$ cat config.mk
export PLATFORM = sky130hd
export DESIGN_NAME = deque_with_remove_by_value
export DESIGN_NICKNAME = d
export VERILOG_FILES = /design/src/hw/rtl/dqrm_pkg.sv /design/src/hw/rtl/dqrm_ram.sv /design/src/hw/rtl/deque_with_remove_by_value.sv
export VERILOG_INCLUDE_DIRS = /design/src /design/src/hw/rtl
export SDC_FILE = /design/constraint.sdc
export NUM_CORES = 1
export LEC_CHECK = 0
export BUFFER_PORTS_ARGS = -buffer_cell sky130_fd_sc_hd__buf_2
export CAP_MARGIN = 10
export CORE_UTILIZATION = 45
export DETAILED_ROUTE_END_ITERATION = 16
export SETUP_SLACK_MARGIN = 0.2
export SYNTH_ARGS = -nofsm -noshare
export SYNTH_HDL_FRONTEND = slang
export SYNTH_HIERARCHICAL = 1
export SYNTH_SLANG_ARGS = --single-unit
$ cat constraint.sdc
create_clock -name i_clk -period 9.2 [get_ports i_clk]
set_clock_uncertainty 0.1 [all_clocks]
set_input_delay 1.84 -clock i_clk [delete_from_list [all_inputs] [get_ports i_clk]]
set_output_delay 1.84 -clock i_clk [all_outputs]
set_load 0.05 [all_outputs]
$ cat src/hw/rtl/deque_with_remove_by_value_assert.svh
// Assertion macros shared by the deque RTL
`ifndef DEQUE_WITH_REMOVE_BY_VALUE_ASSERT_SVH
`define DEQUE_WITH_REMOVE_BY_VALUE_ASSERT_SVH

// Check cons in the same cycle as ante.
`define DQRM_ASSERT_NOW(label, clk, rst_n, ante, cons, msg) \
    label: assert property (@(posedge clk) disable iff (!rst_n) (ante) |-> (cons)) \
        else $error(msg);

// Check cons in the cycle after ante.
`define DQRM_ASSERT_NEXT(label, clk, rst_n, ante, cons, msg) \
    label: assert property (@(posedge clk) disable iff (!rst_n) (ante) |=> (cons)) \
        else $error(msg);

`endif

$ cat src/hw/rtl/dqrm_pkg.sv
// Command and status codes and field widths of the deque
`default_nettype none

package dqrm_pkg;

    localparam int CMD_W = 2;
    localparam int VAL_W = 32;
    localparam int ST_W  = 2;
    localparam int CNT_W = 5;

    typedef enum logic [CMD_W-1:0] {
        CMD_ENQ = 2'd0,
        CMD_DEQ = 2'd1,
        CMD_REM = 2'd2,
        CMD_POP = 2'd3
    } t_cmd;

    typedef enum logic [ST_W-1:0] {
        ST_OK       = 2'd0,
        ST_EMPTY    = 2'd1,
        ST_NOTFOUND = 2'd2,
        ST_FULL     = 2'd3
    } t_status;

endpackage

`default_nettype wire

$ cat src/hw/rtl/dqrm_ram.sv
// Generic single-write, single-read RAM with registered read data
`default_nettype none

module dqrm_ram #(
    parameter int WIDTH = 32,
    parameter int DEPTH = 16
) (
    input  wire logic                       i_clk,
    input  wire logic                       i_we,
    input  wire logic [$clog2(DEPTH)-1:0]   i_waddr,
    input  wire logic [WIDTH-1:0]           i_wdata,
    input  wire logic                       i_re,
    input  wire logic [$clog2(DEPTH)-1:0]   i_raddr,
    output logic      [WIDTH-1:0]           o_rdata
);

    logic [WIDTH-1:0] r_mem [DEPTH];

    always_ff @(posedge i_clk) begin
        if (i_we) begin
            r_mem[i_waddr] <= i_wdata;
        end
        if (i_re) begin
            o_rdata <= r_mem[i_raddr];
        end
    end

endmodule

`default_nettype wire

$ cat src/hw/rtl/deque_with_remove_by_value.sv
// Deque: a bounded ordered store of signed 32-bit words, with remove by value.
// The entries live in one RAM as a circular buffer (head pointer and count).
// Enqueue and any refused or empty command finish in the idle state; dequeue and
// pop go through a read state for the RAM read. Remove reads the RAM one entry
// a cycle from the head until it finds a match, then moves each later entry down
// by one, a read and a write per cycle; the single RAM read port sets this pace.
// The result word is loaded into the output register when the command ends and
// that register is free. Input is stalled while a command is in progress and
// while a finished result waits behind a stalled output register.
`default_nettype none

`include "deque_with_remove_by_value_assert.svh"

module deque_with_remove_by_value #(
    parameter int DEPTH = 16
) (
    input  wire logic                               i_clk,
    input  wire logic                               i_rst_n,
    input  wire logic                               i_valid,
    output logic                                    o_stall,
    input  wire logic [dqrm_pkg::CMD_W-1:0]         i_cmd,
    input  wire logic signed [dqrm_pkg::VAL_W-1:0]  i_value,
    output logic                                    o_valid,
    input  wire logic                               i_stall,
    output logic signed [dqrm_pkg::VAL_W-1:0]       o_result_value,
    output logic      [dqrm_pkg::ST_W-1:0]          o_status,
    output logic      [dqrm_pkg::CNT_W-1:0]         o_entry_count
);

    import dqrm_pkg::*;

    localparam int AW = $clog2(DEPTH);
    localparam int CW = $clog2(DEPTH + 1);
    localparam int SW = CW + 2;
    localparam logic [CW-1:0] DEPTH_CNT = CW'(DEPTH);
    localparam logic [AW-1:0] LAST_IDX  = AW'(DEPTH - 1);
    localparam logic [SW-1:0] DEPTH_SUM = SW'(DEPTH);

    typedef enum logic [2:0] {
        S_IDLE,
        S_READ,
        S_SCAN,
        S_SHIFT,
        S_RESP
    } t_state;

    // RAM address of logical position off from the head.
    function automatic logic [AW-1:0] wrap_addr(input logic [AW-1:0] head,
                                                 input logic [CW:0]   off);
        logic [SW-1:0] s;
        s = SW'(head) + SW'(off);
        if (s >= DEPTH_SUM) s = s - DEPTH_SUM;
        if (s >= DEPTH_SUM) s = s - DEPTH_SUM;
        return s[AW-1:0];
    endfunction

    t_state                 r_state, n_state;
    logic [AW-1:0]          r_head, n_head;
    logic [CW-1:0]          r_count, n_count;
    logic [CW-1:0]          r_pos, n_pos;
    logic signed [VAL_W-1:0] r_val, n_val;
    logic signed [VAL_W-1:0] r_res_val, n_res_val;
    t_status                r_res_st, n_res_st;
    logic                   r_out_valid, n_out_valid;
    logic signed [VAL_W-1:0] r_out_val, n_out_val;
    t_status                r_out_st, n_out_st;
    logic [CNT_W-1:0]       r_out_cnt, n_out_cnt;

    logic                   ram_we, ram_re;
    logic [AW-1:0]          ram_waddr, ram_raddr;
    logic [VAL_W-1:0]       ram_wdata, ram_rdata;

    logic                   fin, out_free, out_load;
    logic [CW:0]            pos_p1, pos_p2, count_x;
    logic [CW+CNT_W-1:0]    count_ext;

    dqrm_ram #(
        .WIDTH (VAL_W),
        .DEPTH (DEPTH)
    ) u_ram (
        .i_clk   (i_clk),
        .i_we    (ram_we),
        .i_waddr (ram_waddr),
        .i_wdata (ram_wdata),
        .i_re    (ram_re),
        .i_raddr (ram_raddr),
        .o_rdata (ram_rdata)
    );

    assign o_stall        = (r_state != S_IDLE);
    assign o_valid        = r_out_valid;
    assign o_result_value = r_out_val;
    assign o_status       = r_out_st;
    assign o_entry_count  = r_out_cnt;

    assign out_free = !r_out_valid || !i_stall;
    assign pos_p1   = {1'b0, r_pos} + 1'b1;
    assign pos_p2   = {1'b0, r_pos} + 2'd2;
    assign count_x  = {1'b0, r_count};

    always_comb begin
        n_state   = r_state;
        n_head    = r_head;
        n_count   = r_count;
        n_pos     = r_pos;
        n_val     = r_val;
        n_res_val = r_res_val;
        n_res_st  = r_res_st;
        fin       = 1'b0;
        ram_we    = 1'b0;
        ram_waddr = wrap_addr(r_head, {1'b0, r_pos});
        ram_wdata = ram_rdata;
        ram_re    = 1'b0;
        ram_raddr = wrap_addr(r_head, pos_p1);

        unique case (r_state)
            S_IDLE: begin
                if (i_valid) begin
                    n_val    = i_value;
                    n_res_st = ST_OK;
                    unique case (t_cmd'(i_cmd))
                        CMD_ENQ: begin
                            n_res_val = i_value;
                            fin       = 1'b1;
                            if (r_count == DEPTH_CNT) begin
                                n_res_st = ST_FULL;
                            end else begin
                                ram_we    = 1'b1;
                                ram_waddr = wrap_addr(r_head, count_x);
                                ram_wdata = i_value;
                                n_count   = r_count + 1'b1;
                            end
                        end
                        CMD_DEQ: begin
                            if (r_count == '0) begin
                                n_res_val = '0;
                                n_res_st  = ST_EMPTY;
                                fin       = 1'b1;
                            end else begin
                                ram_re    = 1'b1;
                                ram_raddr = r_head;
                                n_head    = (r_head == LAST_IDX) ? '0 : r_head + 1'b1;
                                n_count   = r_count - 1'b1;
                                n_state   = S_READ;
                            end
                        end
                        CMD_POP: begin
                            if (r_count == '0) begin
                                n_res_val = '0;
                                n_res_st  = ST_EMPTY;
                                fin       = 1'b1;
                            end else begin
                                ram_re    = 1'b1;
                                ram_raddr = wrap_addr(r_head, {1'b0, r_count - 1'b1});
                                n_count   = r_count - 1'b1;
                                n_state   = S_READ;
                            end
                        end
                        CMD_REM: begin
                            n_res_val = i_value;
                            if (r_count == '0) begin
                                n_res_st = ST_NOTFOUND;
                                fin      = 1'b1;
                            end else begin
                                ram_re    = 1'b1;
                                ram_raddr = r_head;
                                n_pos     = '0;
                                n_state   = S_SCAN;
                            end
                        end
                        default: begin
                            fin = 1'b1;
                        end
                    endcase
                end
            end
            S_READ: begin
                n_res_val = $signed(ram_rdata);
                fin       = 1'b1;
            end
            S_SCAN: begin
                // read data is the entry at r_pos; fetch the next one meanwhile
                ram_re = (pos_p1 < count_x);
                if (ram_rdata == r_val) begin
                    n_state = S_SHIFT;
                end else if (pos_p1 < count_x) begin
                    n_pos = r_pos + 1'b1;
                end else begin
                    n_res_st = ST_NOTFOUND;
                    fin      = 1'b1;
                end
            end
            S_SHIFT: begin
                // move entry r_pos+1 (now on the read port) down to r_pos
                if (pos_p1 < count_x) begin
                    ram_we    = 1'b1;
                    ram_re    = (pos_p2 < count_x);
                    ram_raddr = wrap_addr(r_head, pos_p2);
                    n_pos     = r_pos + 1'b1;
                end else begin
                    n_count  = r_count - 1'b1;
                    n_res_st = ST_OK;
                    fin      = 1'b1;
                end
            end
            S_RESP: begin
                fin = 1'b1;
            end
            default: begin
                n_state = S_IDLE;
            end
        endcase

        out_load = fin && out_free;
        if (fin) begin
            n_state = out_free ? S_IDLE : S_RESP;
        end
    end

    assign count_ext = {{CNT_W{1'b0}}, n_count};

    always_comb begin
        n_out_valid = r_out_valid && i_stall;
        n_out_val   = r_out_val;
        n_out_st    = r_out_st;
        n_out_cnt   = r_out_cnt;
        if (out_load) begin
            n_out_valid = 1'b1;
            n_out_val   = n_res_val;
            n_out_st    = n_res_st;
            n_out_cnt   = count_ext[CNT_W-1:0];
        end
    end

    always_ff @(posedge i_clk) begin
        if (!i_rst_n) begin
            r_state     <= S_IDLE;
            r_head      <= '0;
            r_count     <= '0;
            r_out_valid <= 1'b0;
        end else begin
            r_state     <= n_state;
            r_head      <= n_head;
            r_count     <= n_count;
            r_out_valid <= n_out_valid;
        end
        r_pos     <= n_pos;
        r_val     <= n_val;
        r_res_val <= n_res_val;
        r_res_st  <= n_res_st;
        r_out_val <= n_out_val;
        r_out_st  <= n_out_st;
        r_out_cnt <= n_out_cnt;
    end

    `DQRM_ASSERT_NEXT(a_full_keeps_count, i_clk, i_rst_n, out_load && (n_res_st == ST_FULL), r_count == DEPTH_CNT, "refused enqueue while not full")
    `DQRM_ASSERT_NEXT(a_enq_grows, i_clk, i_rst_n, (r_state == S_IDLE) && i_valid && (i_cmd == CMD_ENQ) && (r_count != DEPTH_CNT), r_count == $past(r_count) + 1'b1, "enqueue did not grow count")
    `DQRM_ASSERT_NOW(a_no_rw_clash, i_clk, i_rst_n, ram_we && ram_re, ram_waddr != ram_raddr, "shift reads the entry it writes")
    `DQRM_ASSERT_NOW(a_scan_in_range, i_clk, i_rst_n, (r_state == S_SCAN) || (r_state == S_SHIFT), r_pos < r_count, "scan position past tail")

endmodule

`default_nettype wire

==> out/qor.yml <==
timing:
  setup_viol: 0
  min_period_ps: 5600
  fmax_ghz: 0.179
  maxSlewHeadroom_pct: 13.5
  rsz0062_at_grt: "no"
  hold_viol: 0
  finalSetupTns_ps: 0
  timing.final.crit_share_pct: 60.9
  worst_pin_slew_ps: 1290
  slew_violations: 0
worst_setup_path:
  crit_fanout: 22
  worst_setup_path_end_kind: "register"
  worstPathRequired_ps: 9330
  cp_data_arrival_time_ps: 5730
  crit_chain: "buf_2, inv_1, ha_1, inv_1, a21oi_1, nand2_2, mux2i_1, nand2b_1, nor2_4, buf_4"
  critical-path-max-stage-delay_ps: 720
  critPathKind: "in -> reg"
  cp-start-kind: "primary input"
  cp_slowest_cell: "mux2i_1"
  critPathMostFrequentCell: "inv_1"
floorplanning:
  ioPinCount: 79
  die-area_sq_mm: 0.0605
  die_h_microns: 246
  dieWidth_microns: 246
  start_util_pct: 45.5
  rows: 89
  coreArea_sq_mm: 0.0589
hold_path:
  hp-class: "reg -> reg"
yosys:
  ys_ff_latch: 667
  yosys_warnings: 6
  ys_types: 74
  avgSynthCellArea_sq_um: 19.0
  synth_edf_count: 620
  postSynthCellCount: 1412
  syn_nets: 1486
  synth-seq-area-share_pct: 73.0
  syn_area_sq_mm: 0.0268
  synthArstFlopShare_pct: 0
  ys.flop_type: "edfxtp_1"
layout:
  layout_commonest_cell: "edfxtp_1"
  final_cell_mix: "620 x edfxtp_1, 128 x mux4_2, 78 x buf_2, 73 x clkbuf_16, 66 x a22oi_1"
  regArea_sq_mm: 0.0196
  multi_input_area_sq_mm: 0.00683
  nets: 1595
  fillers: 4720
  syn2layout_area_growth_pct: 13.3
  drive_above_1_share_pct: 26.1
  finalNonFillerCells: 2350
  postLayoutCoreUtil_pct: 51.5
route:
  ant_nets: 0
  drc: 0
  num_vias: 14096
  routedWlPerCell_microns: 27.8
  drtPass1Iterations: 7
  drtIter0Drc: 1452
  vias_per_cell: 6.00
  wirelength_microns: 65200
placed_design:
  port_buffers: 78
  gp_congestion: 0.846
  dp_cells: 2221
  hpwl_microns: 34600
pwr:
  power_switching_share_pct: 24.0
  intPower_w: 0.00517
  leakage_nw: 10.1
  power_density_mw_per_mm2: 224
  seqPwrFrac_pct: 50.9
  pwr-share-clk_pct: 38.7
  finalPower_w: 0.00681
  ir_drop_mv: 0.207
  p_sw_w: 0.00164
  combPwrFrac_pct: 10.4
global_routing:
  grt_pass1_vias: 14220
  gr-total-overflow: 0
  grt.total_usage_pct: 22.0
  antenna_found_initial: 1
  grt_max_degree: 129
  grt_pass1_wl_microns: 95400
clocking:
  cts_setup_buffers: 0
  clk_latency_ps: 610
  clock-sinks: 667
  post_cts_resized: 0
  cts_max_level: 3
  cts_tree: "yes"
  cts_buffers: 70
  clockBufferDepth: 3
  cts_hold_buf: 0
  clk_pin_slew_worst_paths_ps: 60
  cts-root-buf: "clkbuf_16"
outcome:
  status: "finished clean"
flow_run:
  max_cap_violations: 0
## Yosys cell counts, drive strengths merged, types with 2 or more instances
cell | count | share of area [%]
a21o | 5 | 0.14
or3 | 4 | 0.093
nor2 | 40 | 0.62
o211ai | 3 | 0.084
a211o | 3 | 0.098
inv | 54 | 0.77
xor2 | 7 | 0.23
edfxtp | 620 | 70
mux2 | 32 | 1.4
a31oi | 7 | 0.19
nor4b | 2 | 0.11
xnor2 | 50 | 1.7
nand3 | 14 | 0.28
nand3b | 2 | 0.056
dfxtp | 47 | 3.5
ha | 31 | 1.4
nor2b | 3 | 0.070
a222oi | 32 | 1.2
fa | 5 | 0.37
mux4 | 128 | 11
nand4 | 11 | 0.26
a311oi | 2 | 0.065
and2 | 8 | 0.19
nand2b | 4 | 0.093
a221oi | 2 | 0.089
a21boi | 6 | 0.20
and3 | 2 | 0.047
or4b | 2 | 0.075
a22oi | 66 | 1.9
a211oi | 2 | 0.056
nor3b | 3 | 0.13
nand2 | 58 | 0.83
nor3 | 14 | 0.32
buf | 49 | 1.1
o21bai | 2 | 0.056
a32o | 2 | 0.075
a21oi | 24 | 0.49
clkbuf | 23 | 0.33
o21ai | 21 | 0.39
nor4 | 4 | 0.093
mux2i | 3 | 0.11
## worst max-delay path, delay by kind of cell
kind | cells | cell delay (ps)
and+or+nand+nor | 3 | 1300
muxes | 1 | 720
adders and majority gates | 1 | 460
buffers and inverters | 4 | 930
AOI/OAI and AO/OA | 1 | 450
## stage by stage
stage,hold WS (ps),area (sq um),worst slack (ps)
finish,373,30300,3600
global route,393,30300,3400
CTS,379,30300,3650
detailed placement,364,28200,3030
global placement,358,28200,3040
floorplan,327,26800,2900
## cell type report
class / instances / area share (%)
Sequential cell: 667 / 64.5
Multi-Input combinational cell: 619 / 22.5
Clock buffer: 99 / 6.48
Tap cell: 773 / 3.19
Timing Repair Buffer: 109 / 2.13
Inverter: 54 / 0.676
Clock inverter: 28 / 0.549
Antenna cell: 1 / 0.00825
## registers in the layout, summed over array words and instances (netlist names), 4 cells and up
register        count
o_entry_count       5
o_result_value     32
r_count             5
r_head              4
r_pos               5
r_res_val          32
r_val              32
u_ram/o_rdata      32
u_ram/r_mem       512
## layer usage
metal / track usage (%) / routed length (microns)
met5: 0 / 0
met4: 6.49 / 1590
met1: 30.3 / 27200
met2: 35.8 / 31900
met3: 4.22 / 4520
## logic make-up after synthesis
| family | after synthesis | synth area share [%] |
|---|---|---|
| AOI/OAI and AO/OA | 188 | 5.37 |
| muxes | 163 | 12.3 |
| adders and majority gates | 36 | 1.82 |
| xor gates and xnor gates | 58 | 1.98 |
| and+or+nand+nor | 174 | 3.35 |
| DFF | 667 | 73.0 |
| buffers and inverters | 126 | 2.16 |
## final timing paths
| check | to | from | cells past startpoint | slack (ps) |
|---|---|---|---|---|
| setup reg to reg | u_ram/o_rdata[10] | r_pos[2] | 14 | 4100 |
| hold reg to reg | r_res_val[10] | r_res_val[10] | 2 | 370 |
| hold / removal | r_res_val[10] | r_res_val[10] | 2 | 370 |
| setup / recovery | u_ram/r_mem[2][22] | i_cmd[1] | 10 | 3600 |
## power groups by stage
stage	registers, W	clock network [W]	logic, W
finish	0.00346	0.00263	0.000711
global route	0.00347	0.00279	0.000759
CTS	0.00346	0.00270	0.000717
detailed placement	0.00353	0	0.000715
global placement	0.00353	0	0.000708
floorplan	0.00361	0	0.000409
Power figures use the tool's default switching activity.
